$ cat config.mk
export PLATFORM = sky130hd
export DESIGN_NAME = ps2_mouse_cursor_tracker_core
export DESIGN_NICKNAME = d
export VERILOG_FILES = /design/src/hdl/ps2mct_pkg.sv /design/src/hdl/ps2mct_coord_update.sv /design/src/hdl/ps2_mouse_cursor_tracker_core.sv
export VERILOG_INCLUDE_DIRS = /design/src /design/src/hdl
export SDC_FILE = /design/constraint.sdc
export NUM_CORES = 1
export LEC_CHECK = 0
export BUFFER_PORTS_ARGS = -buffer_cell sky130_fd_sc_hd__buf_2
export CAP_MARGIN = 20
export CORE_ASPECT_RATIO = 1.4
export CORE_MARGIN = 2
export CORE_UTILIZATION = 51
export DETAILED_ROUTE_END_ITERATION = 7
export GPL_TIMING_DRIVEN = 0
export PLACE_DENSITY = 0.76
export SKIP_CTS_REPAIR_TIMING = 1
export SLEW_MARGIN = 20
export SYNTH_ARGS = -nofsm -noshare
export SYNTH_HDL_FRONTEND = slang
export SYNTH_SLANG_ARGS = --single-unit
$ cat constraint.sdc
create_clock -name clk -period 4.74 [get_ports clk]
set_input_delay 0.474 -clock clk [delete_from_list [all_inputs] [get_ports clk]]
set_output_delay 0.474 -clock clk [all_outputs]
set_load 0.05 [all_outputs]
$ cat src/hdl/ps2_mouse_cursor_tracker_core_macros.svh
// Assertion macros shared by the cursor tracker RTL.
`ifndef PS2_MOUSE_CURSOR_TRACKER_CORE_MACROS_SVH
`define PS2_MOUSE_CURSOR_TRACKER_CORE_MACROS_SVH

`ifndef ASSERT_OFF

// Check prop at each rising edge, skipped while reset is asserted.
`define PMCT_ASSERT(lbl, clk, rst_n, prop, msg) \
  lbl: assert property (@(posedge clk) disable iff (!rst_n) prop) else $error(msg);

// Check prop at each rising edge, reset cycles included.
`define PMCT_ASSERT_ALWAYS(lbl, clk, prop, msg) \
  lbl: assert property (@(posedge clk) prop) else $error(msg);

`else

`define PMCT_ASSERT(lbl, clk, rst_n, prop, msg)
`define PMCT_ASSERT_ALWAYS(lbl, clk, prop, msg)

`endif

`endif

$ cat src/hdl/ps2mct_pkg.sv
// Shared constants for the PS/2 mouse cursor tracker.
`timescale 1ns / 1ps
package ps2mct_pkg;

  localparam int BYTE_W  = 8;
  localparam int CFG_W   = 14;
  localparam int CIDX_W  = 2;
  localparam int BPOS_W  = 2;

  // Configuration register indexes
  localparam logic [CIDX_W-1:0] REG_SCREEN_WIDTH  = 2'd0;
  localparam logic [CIDX_W-1:0] REG_SCREEN_HEIGHT = 2'd1;

  localparam logic [CFG_W-1:0] WIDTH_RESET  = 14'd1024;
  localparam logic [CFG_W-1:0] HEIGHT_RESET = 14'd768;

  // Packet byte positions
  localparam logic [BPOS_W-1:0] BPOS_FIRST = 2'd0;
  localparam logic [BPOS_W-1:0] BPOS_XDELTA = 2'd1;
  localparam logic [BPOS_W-1:0] BPOS_LAST  = 2'd2;

endpackage

$ cat src/hdl/ps2mct_coord_update.sv
// One cursor axis: apply a signed 8-bit delta and clamp to the screen limit.
`timescale 1ns / 1ps
module ps2mct_coord_update #(
  parameter int COORD_BITS = 13
) (
  input  logic [COORD_BITS-1:0]        pos,
  input  logic [ps2mct_pkg::BYTE_W-1:0] delta,
  input  logic                          sub,
  input  logic [ps2mct_pkg::CFG_W-1:0]  limit,
  output logic [COORD_BITS-1:0]        pos_new
);
  import ps2mct_pkg::*;

  localparam int SW = COORD_BITS + 2;
  localparam int LW = (COORD_BITS + 1 > CFG_W) ? COORD_BITS + 1 : CFG_W;
  localparam logic [LW-1:0] CAP = LW'(1) << COORD_BITS;

  logic [LW-1:0]         lim_ext;
  logic [LW-1:0]         lim_m1;
  logic [COORD_BITS-1:0] lim_max;
  logic signed [SW-1:0]  pos_s;
  logic signed [SW-1:0]  dlt_s;
  logic signed [SW-1:0]  sum_s;
  logic signed [SW-1:0]  max_s;

  // Zero limit acts as one, oversized limit saturates at the coordinate range
  assign lim_ext = LW'(limit);
  assign lim_m1  = lim_ext - LW'(1);

  always_comb begin
    if (limit == '0) begin
      lim_max = '0;
    end else if (lim_ext > CAP) begin
      lim_max = '1;
    end else begin
      lim_max = lim_m1[COORD_BITS-1:0];
    end
  end

  assign pos_s = signed'({2'b00, pos});
  assign dlt_s = SW'(signed'(delta));
  assign sum_s = sub ? (pos_s - dlt_s) : (pos_s + dlt_s);
  assign max_s = signed'({2'b00, lim_max});

  always_comb begin
    if (sum_s < 0) begin
      pos_new = '0;
    end else if (sum_s > max_s) begin
      pos_new = lim_max;
    end else begin
      pos_new = sum_s[COORD_BITS-1:0];
    end
  end

endmodule

$ cat src/hdl/ps2_mouse_cursor_tracker_core.sv
// Top level of the PS/2 mouse cursor tracker.
`timescale 1ns / 1ps
// PS/2 mouse cursor tracker.
// Input channel (in_*): one controller byte per word in in_tdata, with the
// auxiliary-data flag in in_tuser. Words with the flag clear are dropped.
// Flagged bytes form three-byte mouse packets; byte 1 is the signed X delta,
// byte 2 the signed Y delta (screen Y grows downward, so it is subtracted).
// Result channel (out_*): after the third byte of each packet one word
// carries the new cursor_x (low bits) and cursor_y, each clamped to
// 0 .. limit-1 (at most 2**COORD_BITS-1); a zero limit holds the axis at 0.
// Configuration (cfg_*): index 0 = screen width, 1 = screen height; other
// indexes are ignored. Write only while the block is idle; cfg_ready is
// always high.
// Timing: a word is taken into an input register, then processed in one
// pass into the output register, which raises out_tvalid with the result.
// One word per cycle is sustained unless a stall holds a packet-ending byte;
// the rate is set by the single input register stage feeding the output register.
// Stall: while out_tready is low and a result waits, a packet-ending byte
// holds in the input register and in_tready drops; other bytes still flow.
// Reset (rst_n low, synchronous): cursor at (0,0), packet position at the
// first byte, limits 1024 x 768, both registers empty.
module ps2_mouse_cursor_tracker_core #(
  parameter int COORD_BITS = 13
) (
  input  logic                            clk,
  input  logic                            rst_n,
  // Input words
  input  logic                            in_tvalid,
  output logic                            in_tready,
  input  logic [ps2mct_pkg::BYTE_W-1:0]   in_tdata,   // [7:0] data_byte
  input  logic [0:0]                      in_tuser,   // [0] aux_flag
  // Result words
  output logic                            out_tvalid,
  input  logic                            out_tready,
  output logic [((2*COORD_BITS+7)/8)*8-1:0] out_tdata, // cursor_x, cursor_y, zero pad
  // Configuration writes
  input  logic                            cfg_valid,
  output logic                            cfg_ready,
  input  logic [ps2mct_pkg::CIDX_W-1:0]   cfg_index,
  input  logic [ps2mct_pkg::CFG_W-1:0]    cfg_data
);
  import ps2mct_pkg::*;

  `include "ps2_mouse_cursor_tracker_core_macros.svh"

  localparam int OUT_W = ((2 * COORD_BITS + 7) / 8) * 8;

  // Configuration registers
  logic [CFG_W-1:0] width_r, width_nxt;
  logic [CFG_W-1:0] height_r, height_nxt;

  // Input register stage
  logic              s1_valid_r, s1_valid_nxt;
  logic [BYTE_W-1:0] s1_byte_r;
  logic              s1_flag_r;

  // Packet and cursor state
  logic [BPOS_W-1:0]     bpos_r, bpos_nxt;
  logic [BYTE_W-1:0]     xdelta_r, xdelta_nxt;
  logic [COORD_BITS-1:0] pos_x_r, pos_x_nxt;
  logic [COORD_BITS-1:0] pos_y_r, pos_y_nxt;

  // Output register
  logic                  out_valid_r, out_valid_nxt;
  logic [COORD_BITS-1:0] out_x_r, out_y_r;

  logic in_fire;
  logic s1_last;
  logic s1_adv;
  logic s1_fire;
  logic s1_emit;
  logic [COORD_BITS-1:0] new_x, new_y;

  assign cfg_ready = 1'b1;

  always_comb begin
    width_nxt  = width_r;
    height_nxt = height_r;
    if (cfg_valid) begin
      case (cfg_index)
        REG_SCREEN_WIDTH:  width_nxt  = cfg_data;
        REG_SCREEN_HEIGHT: height_nxt = cfg_data;
        default: ;
      endcase
    end
  end

  // The word in the input register ends a packet when flagged at the last slot
  assign s1_last = s1_flag_r && (bpos_r == BPOS_LAST);
  // Only a packet-ending word needs room in the output register
  assign s1_adv  = !s1_last || !out_valid_r || out_tready;
  assign s1_fire = s1_valid_r && s1_adv;
  assign s1_emit = s1_fire && s1_last;

  assign in_tready    = !s1_valid_r || s1_adv;
  assign in_fire      = in_tvalid && in_tready;
  assign s1_valid_nxt = in_fire || (s1_valid_r && !s1_adv);

  ps2mct_coord_update #(.COORD_BITS(COORD_BITS)) u_upd_x (
    .pos     (pos_x_r),
    .delta   (xdelta_r),
    .sub     (1'b0),
    .limit   (width_r),
    .pos_new (new_x)
  );

  ps2mct_coord_update #(.COORD_BITS(COORD_BITS)) u_upd_y (
    .pos     (pos_y_r),
    .delta   (s1_byte_r),
    .sub     (1'b1),
    .limit   (height_r),
    .pos_new (new_y)
  );

  always_comb begin
    bpos_nxt   = bpos_r;
    xdelta_nxt = xdelta_r;
    pos_x_nxt  = pos_x_r;
    pos_y_nxt  = pos_y_r;
    if (s1_fire && s1_flag_r) begin
      case (bpos_r)
        BPOS_FIRST: begin
          bpos_nxt = BPOS_XDELTA;
        end
        BPOS_XDELTA: begin
          xdelta_nxt = s1_byte_r;
          bpos_nxt   = BPOS_LAST;
        end
        default: begin
          bpos_nxt  = BPOS_FIRST;
          pos_x_nxt = new_x;
          pos_y_nxt = new_y;
        end
      endcase
    end
  end

  // Hold a waiting result until taken, load a new one behind it
  assign out_valid_nxt = s1_emit || (out_valid_r && !out_tready);

  always_ff @(posedge clk) begin
    if (!rst_n) begin
      width_r     <= WIDTH_RESET;
      height_r    <= HEIGHT_RESET;
      s1_valid_r  <= 1'b0;
      bpos_r      <= BPOS_FIRST;
      xdelta_r    <= '0;
      pos_x_r     <= '0;
      pos_y_r     <= '0;
      out_valid_r <= 1'b0;
    end else begin
      width_r     <= width_nxt;
      height_r    <= height_nxt;
      s1_valid_r  <= s1_valid_nxt;
      bpos_r      <= bpos_nxt;
      xdelta_r    <= xdelta_nxt;
      pos_x_r     <= pos_x_nxt;
      pos_y_r     <= pos_y_nxt;
      out_valid_r <= out_valid_nxt;
    end
  end

  always_ff @(posedge clk) begin
    if (in_fire) begin
      s1_byte_r <= in_tdata;
      s1_flag_r <= in_tuser[0];
    end
    if (s1_emit) begin
      out_x_r <= new_x;
      out_y_r <= new_y;
    end
  end

  assign out_tvalid = out_valid_r;
  assign out_tdata  = OUT_W'({out_y_r, out_x_r});

  `PMCT_ASSERT(a_emit_loads_out, clk, rst_n, s1_emit |=> out_valid_r, "packet end lost its result")
  `PMCT_ASSERT(a_noflag_holds, clk, rst_n, (!s1_fire || !s1_flag_r) |=> ($stable(bpos_r) && $stable(pos_x_r) && $stable(pos_y_r)), "state moved without a flagged byte")
  `PMCT_ASSERT(a_bpos_range, clk, rst_n, bpos_r != 2'd3, "packet position out of range")
  `PMCT_ASSERT(a_out_only_after_emit, clk, rst_n, (out_valid_r && !$past(out_valid_r)) |-> $past(s1_emit), "result appeared without a packet end")
  `PMCT_ASSERT_ALWAYS(a_reset_clears_out, clk, !rst_n |=> !out_valid_r, "output valid after reset")

endmodule
==> results of run 1 <==
==> registers in the layout, summed over array words and instances (netlist names) <==
name	flops
height_r	14
width_r	14
out_x_r	13
out_y_r	13
pos_x_r	13
pos_y_r	13
s1_byte_r	8
xdelta_r	8
bpos_r	2
out_tvalid	1
s1_flag_r	1
s1_valid_r	1
==> cell type report <==
type	instances	area, um2	area share [%]
buffer	32	163	2.24
multi-input combinational	555	3730	51.4
clock buffer	9	225	3.11
clock inverter	7	67.6	0.932
sequential	101	2370	32.7
tap	150	188	2.59
inverter	61	229	3.16
timing repair buffer	56	280	3.86
==> final timing paths <==
| path | from | end | slack, ps | depth (start not counted) |
|---|---|---|---|---|
| hold / removal | in_tdata[7] | s1_byte_r[7] | 290 | 1 |
| setup reg to reg | s1_byte_r[0] | pos_y_r[4] | 240 | 21 |
| hold reg to reg | pos_x_r[8] | pos_x_r[8] | 460 | 2 |
| setup / recovery | s1_byte_r[0] | pos_y_r[4] | 240 | 21 |
==> metal layers <==
metal  track usage [%]  vias up  share of wire, %
met4              10.2        0               3.4
li1                  -     2751                 -
met1              25.1     2508                39
met5                 0        -                 0
met2              43.9       96                55
met3              2.50       37               2.4
==> placed cells by master (no fill, tap or decap), types with 7 or more instances in the layout <==
master / instances
clkbuf_16: 9
nand2_1: 105
nor2b_1: 8
a21o_1: 18
o22a_1: 12
o21a_1: 7
nand3_1: 12
xor2_1: 17
nor2_1: 42
nand2b_1: 10
xnor2_1: 17
clkbuf_1: 21
ha_1: 55
a31oi_1: 7
mux2i_1: 8
inv_1: 61
a21boi_0: 35
o21ai_0: 45
dfxtp_1: 66
edfxtp_1: 35
a21oi_1: 49
nor3_1: 11
buf_4: 9
conb_1: 7
or3_1: 7
buf_2: 57
==> where the power goes <==
group / switching, mW / leakage, nW / internal (mW)
registers: 0.0172 / 0.863 / 0.916
logic: 0.220 / 2.20 / 0.149
clock network: 0.360 / 0.145 / 0.370
==> stage by stage <==
| step | std cells | setup slack (ps) | total power, mW | hold slack, ps |
|---|---|---|---|---|
| after floorplan | 749 | 758 | 1.21 | 432 |
| after global placement | 955 | 69.6 | 1.30 | 442 |
| after detailed placement | 955 | 16.4 | 1.31 | 449 |
| after CTS | 971 | -14.0 | 2.03 | 288 |
| after global routing | 971 | -16.2 | 2.12 | 288 |
| final | 971 | 235 | 2.03 | 291 |
==> logic make-up after synthesis <==
| group | share of synthesized area (%) |
|---|---|
| buffers and inverters | 6.04 |
| other | 0.117 |
| XOR/XNOR | 4.64 |
| multiplexers | 2.10 |
| AO/OA/AOI/OAI | 21.8 |
| adder cells (fa/ha/maj) | 11.5 |
| AND/OR/NAND/NOR | 16.8 |
| flip-flops | 36.9 |
==> out/results.txt, run 1 <==
Antenna fix cells = 0
Core ar. = 12300 um2
Initial Utilization = 52.2%
Largest net degree at the start of global routing = 28
DRC violations left = 0
Clk buf depth = 2
HP Class = input pin to flip-flop
Min cycle time layout = 4500 ps
Boundary pin count = 65
Post-synthesis cell count = 744
Post-synth top area share = 20.6%
Num Clock Sinks = 101
GR Util All Layers = 22.9%
Final setup viols = 0
Seq cells post-synth = 101
H-tree Lvls = 3
Starting DRT DRC Count = 221
Die Height = 137 um
VDD IR-drop max = 0.000153 V
Mapped Area = 6420 um2
Drt pass-1 iters = 4
Detail Route Antenna Nets = 0
Maximum clock rate = 0.222 GHz
CP peak stage delay = 400 ps
Max Slew Vio Count = 0
Synth area leaders = dfxtp_1 21%, edfxtp_1 16%, ha_1 11%
Worst-Margin Slew = 905 ps
Cell accounting for the most synthesized area = dfxtp_1
Routed wire length per instance = 15.6 um
Final Cell Area = 7250 um2
Vias = 5392
Layout cell share with drive strength beyond 1 = 13.5%
First-pass GRT wire length = 24.6 mm
Critical path type = flip-flop to flip-flop
CP delay by family, top = compound AO/OA/AOI/OAI gates
Vias in the first global route = 5207
Fill count = 1122
Initial antenna violation count = 0
Synth warn = 0
Sum Neg Setup Slack = 0 ps
Post-Syn Area per Cell = 8.63 um2
CP Cell Sequence = ha_2 -> inv_1 -> fa_2 -> a211oi_2 -> o21ai_0 -> and2_1 -> o21ai_0 -> nand2b_1 -> a21oi_1 -> xor2_1 -> inv_1 -> ha_1 -> nand3_1 -> a211oi_1 -> o41ai_1 -> a221oi_2 -> nor2_1 -> o31a_1 -> buf_4 -> o22a_1 -> a21oi_1
GPL Wtd Cong = 0.934
Final Hold Fails = 0
Register area share after synthesis = 36.9%
Area delta synth->final = 12.9%
Post-synth EDFFs = 35
Critical Path AT = 4790 ps
Clock root cell = clkbuf_16
Count of cell types in the netlist = 65
Buf/Inv on CP = 3
Synth top cells by count = 105 x nand2_1, 66 x dfxtp_1, 61 x inv_1
Status = finished, final reports clean
DIE AREA = 13500 um2
CP endpoint kind = flip-flop
CP Launch Type = flip-flop
Vias/cell = 5.55
Clock latency on the worst-skew pair = 360 ps
Async SR Flop Fraction = 0%
Port Buffers = 56
Worst-path fanout max = 10
Leak = 3.21 nW
Hpwl dp = 11.8 mm
Worst EP required = 5030 ps
Total Nets Final = 904
Main synth FF type = dfxtp_1
Slew margin rel. = 39.1%
Tcrit/Tclk final = 95.0%
Overflow after GRT = 0
Most common cell in the netlist = nand2_1
Die width = 98.9 um
PD cells = 280 nW/um2
Max-cap viol count = 0
FP Rows = 48
TritonCTS clock tree = done
Final core utilization = 58.9%
Total Wirelength = 15.1 mm
CP max stage cell = edfxtp_1
Cell Area, Placed = 6910 um2
Final Skew = 9.25 ps
Inserted Clock Buffers = 9
CTS clk-pin slew, worst paths = 70 ps
Power figures use the tool's default switching activity.
==> run 2, diff against run 1 <==
Settings changed: CORE_MARGIN 2 to unset, RECOVER_POWER set to 25.
==> out/results.txt, run 2 (same netlist as run 1, synthesis figures left out) <==
Clk buf depth = 2
Wl on met1 = 5.99 mm
Total Wirelength = 15.0 mm
HP Class = input pin to flip-flop
Worst EP required = 4970 ps
Max Slew Vio Count = 0
Die Height = 135 um
Most frequent cells in the layout = 105 x nand2_1, 66 x dfxtp_1, 61 x inv_1
Slew margin rel. = 40.8%
CTS clk-pin slew, worst paths = 70 ps
Switch Pwr = 589 uW
Switching Fraction = 29.2%
FP Rows = 48
Largest net degree at the start of global routing = 28
DIE AREA = 13100 um2
Tcrit/Tclk final = 95.2%
Leak = 3.17 nW
H-tree Lvls = 3
Antenna fix cells = 0
Sequential share of power = 46.2%
Boundary pin count = 65
Starting DRT DRC Count = 235
Final Skew = 9.24 ps
Max-cap viol count = 0
CP Launch Type = flip-flop
Fill count = 1075
Core ar. = 12300 um2
Clk pwr share = 35.7%
Routed wire length per instance = 15.5 um
Dpl ws = 18.7 ps
DRC violations left = 0
Port Buffers = 56
Hpwl dp = 11.7 mm
Worst-path fanout max = 10
Critical Path AT = 4740 ps
Num Clock Sinks = 101
Layout cell share with drive strength beyond 1 = 11.2%
Status = finished, final reports clean
TritonCTS clock tree = done
Overflow after GRT = 0
Critical path type = flip-flop to flip-flop
GR Util All Layers = 23.5%
VDD IR-drop max = 0.000165 V
Wire length on met3 = 392 um
Final Hold Fails = 0
Commonest non-fill, non-tap cell in the layout = nand2_1
Int Pwr = 1.43 mW
Final worst slack = 229 ps
Combinational share of power = 18.2%
Min cycle time layout = 4510 ps
Final setup viols = 0
Vias = 5460
Total Nets Final = 905
Vias/cell = 5.62
Die width = 96.9 um
Clock root cell = clkbuf_16
Wire length on met2 = 7.92 mm
Drt pass-1 iters = 4
Area delta synth->final = 12.5%
Detail Route Antenna Nets = 0
Maximum clock rate = 0.222 GHz
Clock latency on the worst-skew pair = 360 ps
PD cells = 279 nW/um2
Initial antenna violation count = 0
Biggest regs = height_r (14), width_r (14)
Initial Utilization = 52.2%
CP endpoint kind = flip-flop
Inserted Clock Buffers = 9
Worst-Margin Slew = 879 ps
Post-layout power = 2.02 mW
Vias in the first global route = 5179
GPL Wtd Cong = 0.960
First-pass GRT wire length = 24.2 mm
Top Metal Used = met4
-- run 2: cell count changes in the layout (fill, tap and decap cells not counted), sizes merged --
| cell | before | now |
|---|---|---|
| clkbuf | 30 | 48 |
| buf | 67 | 50 |
| clkinvlp | 0 | 1 |
| inv | 65 | 64 |
-- run 2: power groups by stage --
| stage | Combinational (mW) | Clock (mW) | Sequential [mW] |
|---|---|---|---|
| 6_report | 0.367 | 0.721 | 0.933 |
| 2_1_floorplan | 0.266 | 0 | 0.948 |
| 5_1_grt | 0.410 | 0.760 | 0.936 |
| 4_1_cts | 0.359 | 0.728 | 0.933 |
| 3_5_place_dp | 0.356 | 0 | 0.953 |
| 3_3_place_gp | 0.350 | 0 | 0.952 |
-- run 2: layout make-up --
| class | count | area, um2 | area share [%] |
|---|---|---|---|
| clock buffer | 9 | 225 | 3.12 |
| tap | 150 | 188 | 2.60 |
| sequential | 101 | 2370 | 32.8 |
| inverter | 61 | 229 | 3.17 |
| buffer | 32 | 163 | 2.25 |
| multi-input combinational | 555 | 3720 | 51.5 |
| timing repair buffer | 57 | 267 | 3.69 |
| clock inverter | 7 | 63.8 | 0.883 |
-- run 2: stage by stage --
step	cells	utilization, %	area, um2	setup TNS (ps)	hold WS (ps)
2_1_floorplan	749	-	6440	0	432
3_3_place_gp	955	56.1	6910	0	443
3_5_place_dp	955	56.1	6910	0	451
4_1_cts	971	58.5	7200	-351	286
5_1_grt	972	58.7	7230	-362	280
6_report	972	58.7	7230	0	286
-- run 2: worst max-delay path, stage by stage (launching register included) --
cell	delay (ps)
edfxtp_1	390
ha_1	190
inv_1	60
fa_1	430
a211oi_2	260
o21ai_0	120
and2_1	170
o21ai_0	150
nand2b_1	100
a21oi_2	190
xor2_2	220
inv_1	70
ha_1	300
nand3_1	120
a211oi_1	240
o41ai_1	130
a221oi_2	360
nor2_1	90
o31a_1	300
clkbuf_4	200
o22a_1	230
inv_1	80
-- run 2: final timing paths --
kind / to / cells past startpoint / slack [ps] / start
max: out_y_r[4] / 21 / 230 / s1_byte_r[0]
min: s1_byte_r[1] / 1 / 290 / in_tdata[1]
max reg2reg: out_y_r[4] / 21 / 230 / s1_byte_r[0]
min reg2reg: pos_x_r[11] / 2 / 460 / pos_x_r[11]
-- run 2: routing by layer --
metal  vias to the layer above  track usage (%)
met4                         0             13.4
met1                      2553             24.6
li1                       2746                -
met3                        50             3.52
met2                       111             44.4
met5                         -                0
==> run 3, diff against run 2 <==
Settings changed: BUFFER_PORTS_ARGS -buffer_cell sky130_fd_sc_hd__buf_2 to -buffer_cell sky130_fd_sc_hd__buf_4, CORE_ASPECT_RATIO 1.4 to unset, PLACE_DENSITY 0.76 to 0.7.
==> out/results.txt, run 3 (same netlist as run 1, synthesis figures left out) <==
Placed cell count = 973
Antenna fix cells = 0
Core ar. = 12200 um2
Area delta synth->final = 14.3%
Critical path type = flip-flop to flip-flop
Initial Utilization = 52.8%
GR Layer Usage met3 = 4.82%
FP Rows = 40
Inserted Clock Buffers = 9
Critical path origin = width_r[0]
Tcrit/Tclk final = 94.1%
PD cells = 278 nW/um2
Num Clock Sinks = 101
CP Launch Type = flip-flop
CP endpoint kind = flip-flop
TritonCTS clock tree = done
Most frequent cells in the layout = 105 x nand2_1, 66 x dfxtp_1, 61 x inv_1
Slew margin rel. = 33.9%
Die Height = 114 um
Initial antenna violation count = 0
Final setup viols = 0
Total Nets Final = 905
Max Slew Vio Count = 0
First-pass GRT wire length = 25.2 mm
CTS clk-pin slew, worst paths = 70 ps
Detail Route Antenna Nets = 0
R2R setup slack = 280 ps
Worst EP required = 4830 ps
Clock root cell = clkbuf_16
Max-cap viol count = 0
Min cycle time layout = 4460 ps
Die width = 114 um
Post-layout power = 2.04 mW
Maximum clock rate = 0.224 GHz
Total Wirelength = 15.5 mm
Sum Neg Setup Slack = 0 ps
Overflow after GRT = 0
Post-Layout Cell Count = 990
GR Util All Layers = 24.6%
H-tree Lvls = 3
DIE AREA = 13000 um2
Leak = 3.19 nW
Vias/cell = 5.58
DRC violations left = 0
Largest net degree at the start of global routing = 28
Starting DRT DRC Count = 261
CP peak stage delay = 480 ps
Layout cell share with drive strength beyond 1 = 10.9%
Routed wire length per instance = 15.7 um
Vias = 5526
Hpwl dp = 12.1 mm
Critical Path AT = 4550 ps
Commonest non-fill, non-tap cell in the layout = nand2_1
CP Cell Sequence = inv_1 -> ha_1 -> nor3b_2 -> nand2_1 -> or4_4 -> or2_4 -> and2_4 -> a21o_1 -> inv_1 -> ha_1 -> a211oi_1 -> o21bai_1 -> a21o_1 -> a21oi_1 -> o21ai_0 -> a21oi_1 -> o22ai_2 -> buf_4 -> mux2i_1 -> nor2_1
Final Hold Fails = 0
Clock latency on the worst-skew pair = 350 ps
Worst-path fanout max = 10
Drt pass-1 iters = 5
Met2 usage = 44.7%
Clk buf depth = 2
Buf/Inv on CP = 3
Status = finished, final reports clean
GRT met1 Usage = 28.8%
Worst r2r src = width_r[0]
Port Buffers = 56
CP delay by family, top = simple AND/OR/NAND/NOR gates
Vias in the first global route = 5368
Min-delay src = in_tdata[5]
Worst-Margin Slew = 982 ps
GPL Wtd Cong = 0.929
Biggest regs = height_r (14), width_r (14)
Boundary pin count = 65
VDD IR-drop max = 0.000256 V
Fill count = 1110
GR peak layer = met2
CP max stage cell = or4_4
RSZ-0062 raised after global routing = no
HP Class = input pin to flip-flop
Final Skew = 5.83 ps
==> run 3: worst register-to-register path: cells and delay by family, from the launching register on <==
kind | cells | cell delay [ps]
AOI/OAI and AO/OA | 8 | 1400
adders and majority gates | 2 | 410
buffers and inverters | 3 | 370
DFF | 1 | 340
muxes | 1 | 300
and+or+nand+nor | 6 | 1400
==> run 3: final cells by class <==
cell class	instances	area [um2]	area share (%)
plain buffers	32	163	2.21
clock buffers	10	229	3.12
clock inverters	6	63.8	0.869
inverters	61	229	3.12
multi-input cells	555	3720	50.7
flip-flops and latches	101	2370	32.3
well taps	168	210	2.86
repair buffers	57	357	4.86
==> run 3: per-layer routing <==
layer | vias up | wire length [um]
li1 | 2748 | -
met1 | 2622 | 6710
met2 | 124 | 7790
met3 | 32 | 598
met4 | 0 | 420
met5 | - | 0
==> run 3: through the flow <==
step                util, %  hold WS, ps  setup slack, ps  area, um2
global route           60.4          310             3.76       7340
global placement       58.2          440              172       7070
finish                 60.4          318              282       7340
detailed placement     58.2          453            -16.0       7070
CTS                    60.6          283            -53.7       7370
floorplan                 -          432              758       6440
==> run 3: power breakdown <==
group          internal (mW)  leakage, nW  switching, mW  total (mW)
logic                  0.155         2.19          0.218       0.373
clock network          0.408        0.138          0.323       0.732
registers              0.916        0.863         0.0176       0.934
total                   1.48         3.19          0.558        2.04
==> run 3: worst paths after layout <==
path             endpoint  cells past startpoint
min          s1_byte_r[5]                      1
min reg2reg    pos_x_r[5]                      2
max            out_x_r[0]                     20
max reg2reg    out_x_r[0]                     20
